===== config.mk =====
export PLATFORM = sky130hd
export DESIGN_NAME = tle_queue
export DESIGN_NICKNAME = d
export VERILOG_FILES = /design/src/rtl/core/tle_pkg.sv /design/src/rtl/core/tle_queue.sv
export SDC_FILE = /design/constraint.sdc
export NUM_CORES = 1
export LEC_CHECK = 0
export ABC_AREA = 1
export BUFFER_PORTS_ARGS = -buffer_cell sky130_fd_sc_hd__buf_2
export CORE_AREA = 2 2 543 545
export DETAILED_ROUTE_END_ITERATION = 10
export DIE_AREA = 0 0 545 547
export SYNTH_ARGS = -nofsm -noshare
export SYNTH_HDL_FRONTEND = slang
export SYNTH_SLANG_ARGS = --single-unit
export TNS_END_PERCENT = 50

===== constraint.sdc =====
create_clock -name clk_i -period 64.2 [get_ports clk_i]
set_input_delay 6.42 -clock clk_i [delete_from_list [all_inputs] [get_ports clk_i]]
set_output_delay 6.42 -clock clk_i [all_outputs]
set_load 0.02 [all_outputs]

===== src/rtl/core/tle_pkg.sv =====
// Shared widths, types and constants of the tetrahedron Laplace stiffness unit.
// Used by the front, queue, back and top-level modules; depends on nothing.
package tle_pkg;

  localparam int CoordBits   = 24;
  localparam int EdgeBits    = CoordBits + 1;
  localparam int ProdBits    = 2 * EdgeBits;
  localparam int CrossBits   = ProdBits + 1;
  localparam int CrossLo     = (CrossBits + 1) / 2;
  localparam int CrossHi     = CrossBits - CrossLo;
  localparam int DetBits     = EdgeBits + CrossBits + 2;
  localparam int DenBits     = DetBits + 2;
  localparam int DotBits     = 2 * CrossBits + 2;
  localparam int NumBits     = DotBits + 8;
  localparam int QBits       = 48;
  localparam int ValBits     = 48;
  localparam int InBits      = 12 * CoordBits;
  localparam int InDataBits  = ((InBits + 7) / 8) * 8;
  localparam int OutBits     = 4 + ValBits;
  localparam int OutDataBits = ((OutBits + 7) / 8) * 8;
  localparam int QDepth      = 2;
  localparam int QPtrBits    = 1;

  // One element after the front end: the four cross products and 6*|det|.
  typedef struct packed {
    logic                                  degen;
    logic [DenBits-1:0]                    den;
    logic [3:0][2:0][CrossBits-1:0]        cr;
  } elem_t;

  typedef struct packed {
    logic [1:0] row;
    logic [1:0] col;
    logic       degen;
    logic       last;
    logic       odd;
  } side_t;

  typedef struct packed {
    logic [DenBits-1:0] rem;
    logic [DenBits-1:0] den;
    logic [QBits-1:0]   nlo;
    logic [QBits-1:0]   q;
    logic               neg;
    logic               big;
    side_t              side;
  } div_t;

endpackage


===== src/rtl/core/tle_queue.sv =====
// Two-entry queue of front-end results between the front and back parts.
// Depends on tle_pkg.
module tle_queue (
  input  logic           clk_i,
  input  logic           rst_ni,
  input  logic           wr_valid_i,
  output logic           wr_ready_o,
  input  tle_pkg::elem_t wr_data_i,
  output logic           rd_valid_o,
  input  logic           rd_ready_i,
  output tle_pkg::elem_t rd_data_o
);
  import tle_pkg::*;

  elem_t                mem_q [QDepth];
  logic [QPtrBits-1:0]  wptr_d, wptr_q, rptr_d, rptr_q;
  logic [QPtrBits:0]    cnt_d, cnt_q;
  logic                 push, pop;

  assign wr_ready_o = (cnt_q != (QPtrBits+1)'(QDepth));
  assign rd_valid_o = (cnt_q != '0);
  assign rd_data_o  = mem_q[rptr_q];
  assign push       = wr_valid_i && wr_ready_o;
  assign pop        = rd_valid_o && rd_ready_i;
  assign wptr_d     = push ? wptr_q + 1'b1 : wptr_q;
  assign rptr_d     = pop ? rptr_q + 1'b1 : rptr_q;
  assign cnt_d      = cnt_q + (QPtrBits+1)'(push) - (QPtrBits+1)'(pop);

  always_ff @(posedge clk_i or negedge rst_ni) begin
    if (!rst_ni) begin
      wptr_q <= '0;
      rptr_q <= '0;
      cnt_q  <= '0;
    end else begin
      wptr_q <= wptr_d;
      rptr_q <= rptr_d;
      cnt_q  <= cnt_d;
    end
  end

  always_ff @(posedge clk_i) begin
    if (push) begin
      mem_q[wptr_q] <= wr_data_i;
    end
  end

endmodule


* Word level (Yosys, flattened, before mapping) *
Memories as Yosys holds them, arrays and structs flattened.
Cells that the tools add are included.

cells by class
  add/sub/neg operators = 4
  equal/unequal tests = 1
  multiplexer cells = 2
  reductions and logical operators = 3

operators by type and width
  kind                                           count
  adder 1 bit (second input constant)            2
  adder 2 x 1 -> 2 bit                           1
  logical AND 1 bit                              2
  2-to-1 mux 1 bit                               2
  inequality test 2 bit (second input constant)  1
  nonzero test 2 bit                             1
  subtractor 2 x 1 -> 2 bit                      1

storage, ports and cells
  register bits after elaboration = 4
  memory bits (writable) = 1386
  input port bits = 697
  output and inout port bits = 695
  word-level logic and storage cells = 14
  memories = 1

memories
  name   words  width  read ports  clocked after Yosys merged registers in  write ports  RTL line         RTL
  mem_q  2      693    1           0                                        1            tle_queue.sv:15  elem_t mem_q [QDepth];

* Logic depth before layout (Yosys ltp) *
Gate-level depths: netlist (run 1).

  depth after elaboration = 4
  depth in mapped cells = 12
  mapped depth without buffers = 12

* Worst setup path after synthesis (run 1) *
OpenSTA, ideal clock, no wires.

  path type = input -> register
  start = in wr_valid_i
  end = mem mem_q[1][0] (netlist bit), enable pin
  library setup time = 1.772 ns
  arrival time = 35.197 ns
  required time = 62.428 ns
  setup slack = 27.231 ns
  stages on the path = 2
  buffers on the path = 0
  path through = nand2_1 nor2_1

between the ends
  longest elaborated chain between the ends = 3

RTL lines
  what                                    RTL line         RTL
  start, declared                         tle_queue.sv:6   input logic wr_valid_i,
  logical AND 1 bit                       tle_queue.sv:23  assign push = wr_valid_i && wr_ready_o;
  2-to-1 mux 1 bit                        tle_queue.sv:42  if (push) begin
  2-to-1 mux 1 bit (not written as such)  tle_queue.sv:43  mem_q[wptr_q] <= wr_data_i;
  end, declared                           tle_queue.sv:15

No other way between the ends.

==> metrics.txt, run 1 <==
# TYPE chip_impl_metric gauge
chip_impl_metric{name="fp-row-count",unit=""} 199
chip_impl_metric{name="floorplan.initialDensity",unit="%"} 17.40
chip_impl_info{name="tritoncts",value="done"} 1
chip_impl_metric{name="flow.area_growth_from_synthesis",unit="%"} 32.71
chip_impl_metric{name="die_h",unit="um"} 547
chip_impl_metric{name="clkSinkCount",unit=""} 1390
chip_impl_metric{name="post_synth_fa_ha_maj_area_fraction",unit="%"} 0.02458
chip_impl_metric{name="worst_ir_drop_vdd",unit="V"} 0.00003728
chip_impl_metric{name="groute.usage.overall",unit="%"} 15.67
chip_impl_metric{name="detailedRoute.firstIterationViolations",unit=""} 3162
chip_impl_metric{name="leakagePower",unit="nW"} 27.52
chip_impl_metric{name="die_area",unit="sq um"} 298100
chip_impl_metric{name="synth_seq_area_share",unit="%"} 81.97
chip_impl_info{name="synth_commonest_cells",value="sky130_fd_sc_hd__nand2_1 (2088), sky130_fd_sc_hd__edfxtp_1 (1386), sky130_fd_sc_hd__buf_2 (77)"} 1
chip_impl_metric{name="post-synth-top-area-fraction",unit="%"} 81.77
chip_impl_metric{name="grt_start_max_net_pins",unit=""} 204
chip_impl_metric{name="internal_cell_power",unit="mW"} 2.065
chip_impl_info{name="criticalPathCategory",value="register to output pin"} 1
chip_impl_info{name="synth_area_leaders",value="sky130_fd_sc_hd__edfxtp_1 (82%), sky130_fd_sc_hd__nand2_1 (15%), sky130_fd_sc_hd__buf_6 (1.3%)"} 1
chip_impl_metric{name="yosys_warning_count",unit=""} 0
chip_impl_metric{name="synthSimpleGateAreaFrac",unit="%"} 15.45
chip_impl_metric{name="clock_tree.htree_level_count",unit=""} 4
chip_impl_metric{name="hold_viol_final",unit=""} 0
chip_impl_metric{name="finalSetupViolCount",unit=""} 0
chip_impl_metric{name="route.antenna.remaining_nets",unit=""} 0
chip_impl_metric{name="synth_xor_xnor_area_share",unit="%"} 0.01721
chip_impl_metric{name="synth.lib_cells_used.distinct",unit=""} 17
chip_impl_metric{name="switching_share",unit="%"} 41.04
chip_impl_metric{name="clock_power_share",unit="%"} 26.5
chip_impl_info{name="run_status",value="completed"} 1
chip_impl_info{name="combinational_family_with_the_most_area_after_synthesis",value="simple AND/OR/NAND/NOR gates"} 1
chip_impl_metric{name="dieWidth",unit="um"} 545
chip_impl_metric{name="worst-slew-pin-transition",unit="ns"} 1.253
chip_impl_metric{name="power.density",unit="nW/um^2"} 51.84
chip_impl_metric{name="hold_buffers",unit=""} 0
chip_impl_info{name="synth.largest_area_cell",value="sky130_fd_sc_hd__edfxtp_1"} 1
chip_impl_metric{name="ys_ff_latch",unit=""} 1390
chip_impl_metric{name="fin_setup_tns",unit="ns"} 0
chip_impl_metric{name="core",unit="sq um"} 292600
chip_impl_metric{name="postRouteWirelength",unit="um"} 243300
chip_impl_info{name="crit_top_cell",value="sky130_fd_sc_hd__buf_4"} 1
chip_impl_metric{name="finalClockSkew",unit="ns"} 0.05485
chip_impl_info{name="hold_class",value="register to register"} 1
chip_impl_metric{name="synthesis.instances",unit=""} 3650
chip_impl_metric{name="insertion_delay",unit="ns"} 0.82
chip_impl_metric{name="fraction_of_registers_with_async_set_reset",unit="%"} 0.2878
chip_impl_metric{name="share_seq_of_total_power",unit="%"} 36.8
chip_impl_info{name="timing.critical_path.slowest_stage_cell",value="sky130_fd_sc_hd__buf_4"} 1
chip_impl_metric{name="post-layout-total-power",unit="mW"} 3.502
chip_impl_info{name="critPathCaptureType",value="output pin"} 1
chip_impl_metric{name="synthMuxAreaShare",unit="%"} 0
chip_impl_metric{name="io_buffers",unit=""} 1391
chip_impl_metric{name="gp_congestion",unit=""} 0.9075
chip_impl_metric{name="required",unit="ns"} 57.78
chip_impl_metric{name="critPathMaxFanout",unit=""} 82
chip_impl_metric{name="via_count",unit=""} 34910
chip_impl_metric{name="grt_first_pass_wirelength",unit="um"} 309300
chip_impl_metric{name="synthesis.area_per_instance",unit="sq um"} 13.94
chip_impl_info{name="timing.critical_path.from_type",value="register"} 1
chip_impl_info{name="grt_setup_unrepaired",value="no"} 1
chip_impl_metric{name="slew_headroom",unit="%"} 16.44
chip_impl_metric{name="synth_area",unit="sq um"} 50900
chip_impl_metric{name="min_period_over_period",unit="%"} 18.25
chip_impl_metric{name="cts_setup_buffers",unit=""} 0
chip_impl_info{name="cts_root_buf",value="sky130_fd_sc_hd__clkbuf_16"} 1
chip_impl_metric{name="via_count_of_the_first_global_routing_pass",unit=""} 33610
chip_impl_metric{name="detailedPlacementHpwl",unit="um"} 197400
chip_impl_metric{name="max_cap_check_violation_count",unit=""} 0
chip_impl_metric{name="detail_route.drc_violations",unit=""} 0
chip_impl_metric{name="globalRouteOverflowTotal",unit=""} 0
chip_impl_metric{name="post_route_cells_drive_above_1_share",unit="%"} 32.01
chip_impl_metric{name="slew_violations",unit=""} 0
chip_impl_metric{name="synth_enable_flop_cells",unit=""} 1386
chip_impl_metric{name="synthesis.nets",unit=""} 4348
chip_impl_info{name="synth.most_common_cell",value="sky130_fd_sc_hd__nand2_1"} 1
chip_impl_metric{name="post_cts.resized_instances",unit=""} 0
chip_impl_metric{name="routed_via_density",unit=""} 3.763
chip_impl_metric{name="ios",unit=""} 1392
chip_impl_metric{name="tritoncts.num_buffers",unit=""} 164
chip_impl_info{name="critical_path.cell_chain",value="buf_4 > buf_4 > buf_4 > buf_4 > nand2_1 > nand2_1 > buf_2"} 1
chip_impl_metric{name="combinationalPowerShare",unit="%"} 36.7
chip_impl_metric{name="slowest_delay",unit="ns"} 0.84
chip_impl_metric{name="synth_compound_area_share",unit="%"} 0.01967
chip_impl_metric{name="drt-pass1-iter-count",unit=""} 7
chip_impl_metric{name="clk_buf_depth",unit=""} 4
chip_impl_metric{name="grt_antenna_before_repair",unit=""} 352
chip_impl_metric{name="clk_pin_slew_worst_paths",unit="ns"} 0.06
chip_impl_metric{name="fmaxAchievable",unit="GHz"} 0.08534
chip_impl_info{name="ys.flop_type",value="sky130_fd_sc_hd__edfxtp_1"} 1
chip_impl_metric{name="cp_data_arrival_time",unit="ns"} 5.30
chip_impl_metric{name="netSwitchingPower",unit="mW"} 1.437
chip_impl_metric{name="num-nets-final",unit=""} 5791
chip_impl_metric{name="timing.final.crit_period",unit="ns"} 11.72
chip_impl_metric{name="wire_per_inst",unit="um"} 26.22
[metal layers]
| layer | wire [um] | global-route usage, % | up-vias |
|---|---|---|---|
| li1 | - | - | 15470 |
| met1 | 82160 | 15.80 | 16490 |
| met2 | 103800 | 23.22 | 2020 |
| met3 | 41670 | 11.68 | 742 |
| met4 | 14430 | 8.820 | 182 |
| met5 | 1202 | 0 | - |
[power by group through the flow]
stage	combinational, mW	sequential (mW)	clock, mW
3_3_place_gp	1.31	1.30	0
3_5_place_dp	1.32	1.31	0
4_1_cts	1.32	1.29	0.954
6_report	1.28	1.29	0.928
2_1_floorplan	0.752	1.57	0
5_1_grt	1.39	1.31	0.988
[metrics by stage]
stage	worst slack, ns	hold slack [ns]	instances	utilization (%)	instance area [sq um]
after floorplan	27.23	0.4846	3650	-	50900
after global placement	52.78	0.5251	8846	21.15	61860
after detailed placement	52.63	0.5611	8846	21.15	61860
after CTS	52.36	0.5745	9136	22.97	67200
after global routing	52.07	0.5991	9172	23.00	67290
final	52.48	0.5749	9277	23.09	67550
[critical path: cells and delay by family (launching register included)]
| family | cells | cell delay (ns) |
|---|---|---|
| buffers and inverters | 5 | 3.09 |
| flip-flops | 1 | 0.79 |
| AND/OR/NAND/NOR | 2 | 0.25 |
[layout make-up]
cell class                      count  area, sq um
Antenna cell                      141        352.8
Clock buffer                      187         4233
Clock inverter                    103         1100
Fill cell                       30960       225000
Inverter                            8        56.30
Multi-Input combinational cell   2099         7913
Sequential cell                  1390        41720
Tap cell                         3919         4903
Timing Repair Buffer             1430         7267
[placed cells by master (no fill, tap or decap)]
cell	count
sky130_fd_sc_hd__nand3_1	2
sky130_fd_sc_hd__edfxtp_1	1386
sky130_fd_sc_hd__buf_2	1391
sky130_fd_sc_hd__buf_12	1
sky130_fd_sc_hd__nor2_4	2
sky130_fd_sc_hd__o21ai_0	1
sky130_fd_sc_hd__dfrtp_4	1
sky130_fd_sc_hd__dfrtp_1	3
sky130_fd_sc_hd__nand2_1	2088
sky130_fd_sc_hd__clkinvlp_4	7
sky130_fd_sc_hd__clkbuf_16	166
sky130_fd_sc_hd__inv_1	7
sky130_fd_sc_hd__diode_2	141
sky130_fd_sc_hd__clkinv_2	22
sky130_fd_sc_hd__clkbuf_1	21
sky130_fd_sc_hd__nor2_1	3
sky130_fd_sc_hd__inv_16	1
sky130_fd_sc_hd__inv_6	6
sky130_fd_sc_hd__ha_1	1
sky130_fd_sc_hd__clkinv_1	33
sky130_fd_sc_hd__clkinv_16	4
sky130_fd_sc_hd__buf_4	38
sky130_fd_sc_hd__bufinv_16	15
sky130_fd_sc_hd__clkinv_4	4
sky130_fd_sc_hd__a21oi_1	1
sky130_fd_sc_hd__clkinv_8	6
sky130_fd_sc_hd__inv_8	6
sky130_fd_sc_hd__xor2_1	1
[registers in the layout, indices dropped and copies added, names as in the netlist]
name / cells
cnt_q: 2
mem_q: 1386
rptr_q: 1
wptr_q: 1
[logic make-up after synthesis]
family                   count (synthesis)
AND/OR/NAND/NOR                       2095
flip-flops                            1390
buffers and inverters                  161
AO/OA/AOI/OAI                            2
XOR/XNOR                                 1
adder cells (fa/ha/maj)                  1
[final timing paths]
path / from / end / slack [ns] / cells past startpoint
worst max-delay path: rptr_q / rd_data_o[278] / 52.48 / 7
worst min-delay path: cnt_q[0] / cnt_q[0] / 0.57 / 1
worst max register to register: cnt_q[0] / mem_q[0][175] / 58.57 / 9
worst min register to register: cnt_q[0] / cnt_q[0] / 0.57 / 1
max in group asynchronous: rst_ni / rptr_q / 58.65 / 1
min in group asynchronous: rst_ni / cnt_q[1] / 5.40 / 1
Power figures use the tool's default switching activity.
==> run 2: changes to the inputs <==
--- a/config.mk
+++ b/config.mk
@@ -5,11 +5,11 @@
 export SDC_FILE = /design/constraint.sdc
 export NUM_CORES = 1
 export LEC_CHECK = 0
-export ABC_AREA = 1
+export ABC_AREA = 0
 export BUFFER_PORTS_ARGS = -buffer_cell sky130_fd_sc_hd__buf_2
-export CORE_AREA = 2 2 543 545
+export CORE_AREA = 2 2 541 543
 export DETAILED_ROUTE_END_ITERATION = 10
-export DIE_AREA = 0 0 545 547
+export DIE_AREA = 0 0 543 545
 export SYNTH_ARGS = -nofsm -noshare
 export SYNTH_HDL_FRONTEND = slang
 export SYNTH_SLANG_ARGS = --single-unit
==> constraint.sdc (replaced) <==
create_clock -name clk_i -period 11.3 [get_ports clk_i]
set_input_delay 1.13 -clock clk_i [delete_from_list [all_inputs] [get_ports clk_i]]
set_output_delay 1.13 -clock clk_i [all_outputs]
set_load 0.02 [all_outputs]
==> run 2 against run 1 <==
  * Power grew to 5.6 times the previous value
  * Clock power grew to 5.5 times the previous value
  * Count of clock-buffer cells in the layout grew 3
  * Largest power group unchanged
==> metrics.txt, run 2 <==
# TYPE chip_impl_metric gauge
chip_impl_metric{name="min_period_over_period",unit="%"} 50.06
chip_impl_metric{name="dieWidth",unit="um"} 543
chip_impl_metric{name="grt_antenna_before_repair",unit=""} 210
chip_impl_metric{name="power.density",unit="nW/um^2"} 281.5
chip_impl_metric{name="core",unit="sq um"} 290100
chip_impl_metric{name="required",unit="ns"} 10.17
chip_impl_metric{name="floorplan.initialDensity",unit="%"} 18.48
chip_impl_info{name="criticalPathCategory",value="register to output pin"} 1
chip_impl_metric{name="fmaxAchievable",unit="GHz"} 0.1768
chip_impl_metric{name="via_count",unit=""} 28440
chip_impl_metric{name="fp-row-count",unit=""} 198
chip_impl_metric{name="synthesis.nets",unit=""} 2876
chip_impl_metric{name="tritoncts.num_buffers",unit=""} 160
chip_impl_metric{name="die_area",unit="sq um"} 295900
chip_impl_info{name="ys.flop_type",value="sky130_fd_sc_hd__edfxtp_1"} 1
chip_impl_metric{name="hold_viol_final",unit=""} 0
chip_impl_metric{name="detailroute.wirelength.met3",unit="um"} 28810
chip_impl_metric{name="post-synth-top-area-fraction",unit="%"} 77.63
chip_impl_metric{name="worst-slew-pin-transition",unit="ns"} 1.046
chip_impl_metric{name="route.antenna.remaining_nets",unit=""} 0
chip_impl_metric{name="slew_violations",unit=""} 0
chip_impl_metric{name="synth_enable_flop_cells",unit=""} 1386
chip_impl_info{name="regMostFlops",value="mem_q"} 1
chip_impl_metric{name="synthesis.instances",unit=""} 2178
chip_impl_metric{name="slew_headroom",unit="%"} 30.28
chip_impl_info{name="grt_setup_unrepaired",value="no"} 1
chip_impl_metric{name="die_h",unit="um"} 545
chip_impl_metric{name="ios",unit=""} 1392
chip_impl_metric{name="synth_area",unit="sq um"} 53610
chip_impl_metric{name="synth.lib_cells_used.distinct",unit=""} 21
chip_impl_info{name="worst_r2r_endpoint",value="mem_q[0][368]"} 1
chip_impl_metric{name="clk_pin_slew_worst_paths",unit="ns"} 0.05
chip_impl_metric{name="routed_via_density",unit=""} 3.656
chip_impl_metric{name="gp_congestion",unit=""} 0.9567
chip_impl_metric{name="timing.final.crit_period",unit="ns"} 5.657
chip_impl_metric{name="yosys_warning_count",unit=""} 0
chip_impl_info{name="synth_area_leaders",value="sky130_fd_sc_hd__edfxtp_1 (78%), sky130_fd_sc_hd__mux2_4 (18%), sky130_fd_sc_hd__buf_12 (2.7%)"} 1
chip_impl_info{name="timing.critical_path.slowest_stage_cell",value="sky130_fd_sc_hd__buf_4"} 1
chip_impl_metric{name="worst_ir_drop_vdd",unit="V"} 0.0002216
chip_impl_metric{name="cp_data_arrival_time",unit="ns"} 4.53
chip_impl_metric{name="largest_register_ff_count",unit=""} 1386
chip_impl_metric{name="hold_buffers",unit=""} 0
chip_impl_metric{name="synth_seq_area_share",unit="%"} 77.82
chip_impl_info{name="critPathCaptureType",value="output pin"} 1
chip_impl_info{name="layout.cells.most_common",value="sky130_fd_sc_hd__buf_2"} 1
chip_impl_metric{name="ys_ff_latch",unit=""} 1390
chip_impl_metric{name="detailedPlacementHpwl",unit="um"} 156100
chip_impl_info{name="hold_class",value="input pin to asynchronous set/reset pin"} 1
chip_impl_info{name="rr_startpoint",value="cnt_q[0]"} 1
chip_impl_metric{name="cts_setup_buffers",unit=""} 0
chip_impl_metric{name="final.hold.worst_slack",unit="ns"} 0.1481
chip_impl_info{name="crit_top_cell",value="sky130_fd_sc_hd__buf_4"} 1
chip_impl_metric{name="critPathMaxFanout",unit=""} 103
chip_impl_metric{name="regToRegSetupSlack",unit="ns"} 7.66
chip_impl_metric{name="insertion_delay",unit="ns"} 0.83
chip_impl_metric{name="fraction_of_registers_with_async_set_reset",unit="%"} 0.2878
chip_impl_info{name="cp_top_family",value="buffers and inverters"} 1
chip_impl_metric{name="critPathBufInv",unit=""} 4
chip_impl_metric{name="max_cap_check_violation_count",unit=""} 0
chip_impl_metric{name="wire_per_inst",unit="um"} 25.34
chip_impl_metric{name="grt_first_pass_wirelength",unit="um"} 252100
chip_impl_metric{name="num-nets-final",unit=""} 4376
chip_impl_metric{name="clock_tree.htree_level_count",unit=""} 4
chip_impl_metric{name="drt-met1-wl",unit="um"} 71550
chip_impl_info{name="synth.largest_area_cell",value="sky130_fd_sc_hd__edfxtp_1"} 1
chip_impl_info{name="tritoncts",value="done"} 1
chip_impl_metric{name="post_route_cells_drive_above_1_share",unit="%"} 61.57
chip_impl_metric{name="postRouteWirelength",unit="um"} 197100
chip_impl_metric{name="slowest_delay",unit="ns"} 0.94
chip_impl_info{name="timing.critical_path.from_type",value="register"} 1
chip_impl_metric{name="grt_start_max_net_pins",unit=""} 164
chip_impl_metric{name="synthesis.area_per_instance",unit="sq um"} 24.61
chip_impl_info{name="run_status",value="completed"} 1
chip_impl_metric{name="placed_cell_area",unit="sq um"} 64340
chip_impl_info{name="synth_commonest_cells",value="sky130_fd_sc_hd__edfxtp_1 (1386), sky130_fd_sc_hd__mux2_4 (660), sky130_fd_sc_hd__buf_12 (72)"} 1
chip_impl_info{name="layout_common_cells",value="sky130_fd_sc_hd__buf_2 (1391), sky130_fd_sc_hd__edfxtp_1 (1386), sky130_fd_sc_hd__mux2_4 (660)"} 1
chip_impl_metric{name="globalRouteOverflowTotal",unit=""} 0
chip_impl_metric{name="io_buffers",unit=""} 1391
chip_impl_metric{name="final_design_area_no_fill",unit="sq um"} 69740
chip_impl_info{name="route.top_layer_used",value="met5"} 1
chip_impl_metric{name="leakagePower",unit="nW"} 26.68
chip_impl_info{name="synth.most_common_cell",value="sky130_fd_sc_hd__edfxtp_1"} 1
chip_impl_metric{name="flow.area_growth_from_synthesis",unit="%"} 30.09
chip_impl_metric{name="detailedRoute.firstIterationViolations",unit=""} 2559
chip_impl_metric{name="met2_length",unit="um"} 88410
chip_impl_info{name="critical_path.cell_chain",value="buf_4 > buf_12 > buf_4 > mux2_4 > buf_2"} 1
chip_impl_metric{name="drt-pass1-iter-count",unit=""} 6
chip_impl_info{name="cts_root_buf",value="sky130_fd_sc_hd__clkbuf_16"} 1
chip_impl_metric{name="via_count_of_the_first_global_routing_pass",unit=""} 28220
chip_impl_metric{name="post_cts.resized_instances",unit=""} 0
chip_impl_metric{name="clk_buf_depth",unit=""} 4
chip_impl_metric{name="worst-r2r-cell-count",unit=""} 5
chip_impl_info{name="largest_registers",value="mem_q: 1386 flops, cnt_q: 2 flops"} 1
chip_impl_metric{name="clkSinkCount",unit=""} 1390
chip_impl_metric{name="groute.usage.overall",unit="%"} 12.60
chip_impl_metric{name="finalClockSkew",unit="ns"} 0.05795
chip_impl_metric{name="finalSetupViolCount",unit=""} 0
chip_impl_metric{name="detail_route.drc_violations",unit=""} 0
## run 2: layout make-up
cell class                 count  area [sq um]
fill                       29800        220400
sequential                  1390         41720
multi-input combinational    711         10430
timing repair buffer        1415          7305
tap                         3900          4880
clock buffer                 190          4180
clock inverter                91          1020
antenna                       81         202.7
## run 2: how the worst max path moves through the flow
stage	startpoint	end	slack (ns)	depth (start not counted)
3_3_place_gp	rptr_q	rd_data_o[94]	6.53	5
6_report	rptr_q	rd_data_o[35]	5.64	5
5_1_grt	rptr_q	rd_data_o[94]	5.41	5
3_5_place_dp	rptr_q	rd_data_o[35]	6.43	5
2_1_floorplan	wr_valid_i	mem_q[0][0]	-0.55	2
4_1_cts	rptr_q	rd_data_o[35]	5.52	5
## run 2: kinds of logic after synthesis
family / share of synthesized area [%]
AO/OA/AOI/OAI: 0.05835
XOR/XNOR: 0.04902
adder cells (fa/ha/maj): 0.02334
buffers and inverters: 2.780
flip-flops: 77.82
multiplexers: 19.18
AND/OR/NAND/NOR: 0.09105
## run 2: where the power goes
group	switching, mW	internal [mW]	leakage, nW	total [mW]
Sequential	0.321	7.06	12.9	7.38
Clock	2.10	3.05	2.50	5.15
Combinational	4.30	2.80	11.2	7.10
## run 2: layer usage
| metal | vias to the layer above | global-route usage [%] |
|---|---|---|
| li1 | 11870 | - |
| met1 | 14240 | 14.28 |
| met2 | 1725 | 19.33 |
| met3 | 484 | 7.086 |
| met4 | 120 | 5.440 |
| met5 | - | 0 |
## run 2: metrics by stage
| step | setup WS (ns) | setup TNS (ns) | instances | util [%] | total power, mW |
|---|---|---|---|---|---|
| CTS | 5.519 | 0 | 7697 | 23.97 | 19.91 |
| detailed placement | 6.425 | 0 | 7416 | 22.18 | 14.68 |
| global route | 5.411 | 0 | 7721 | 23.99 | 20.40 |
| floorplan | -0.5482 | -379.92 | 2178 | - | 13.02 |
| global placement | 6.525 | 0 | 7416 | 22.18 | 14.63 |
| finish | 5.643 | 0 | 7778 | 24.04 | 19.63 |
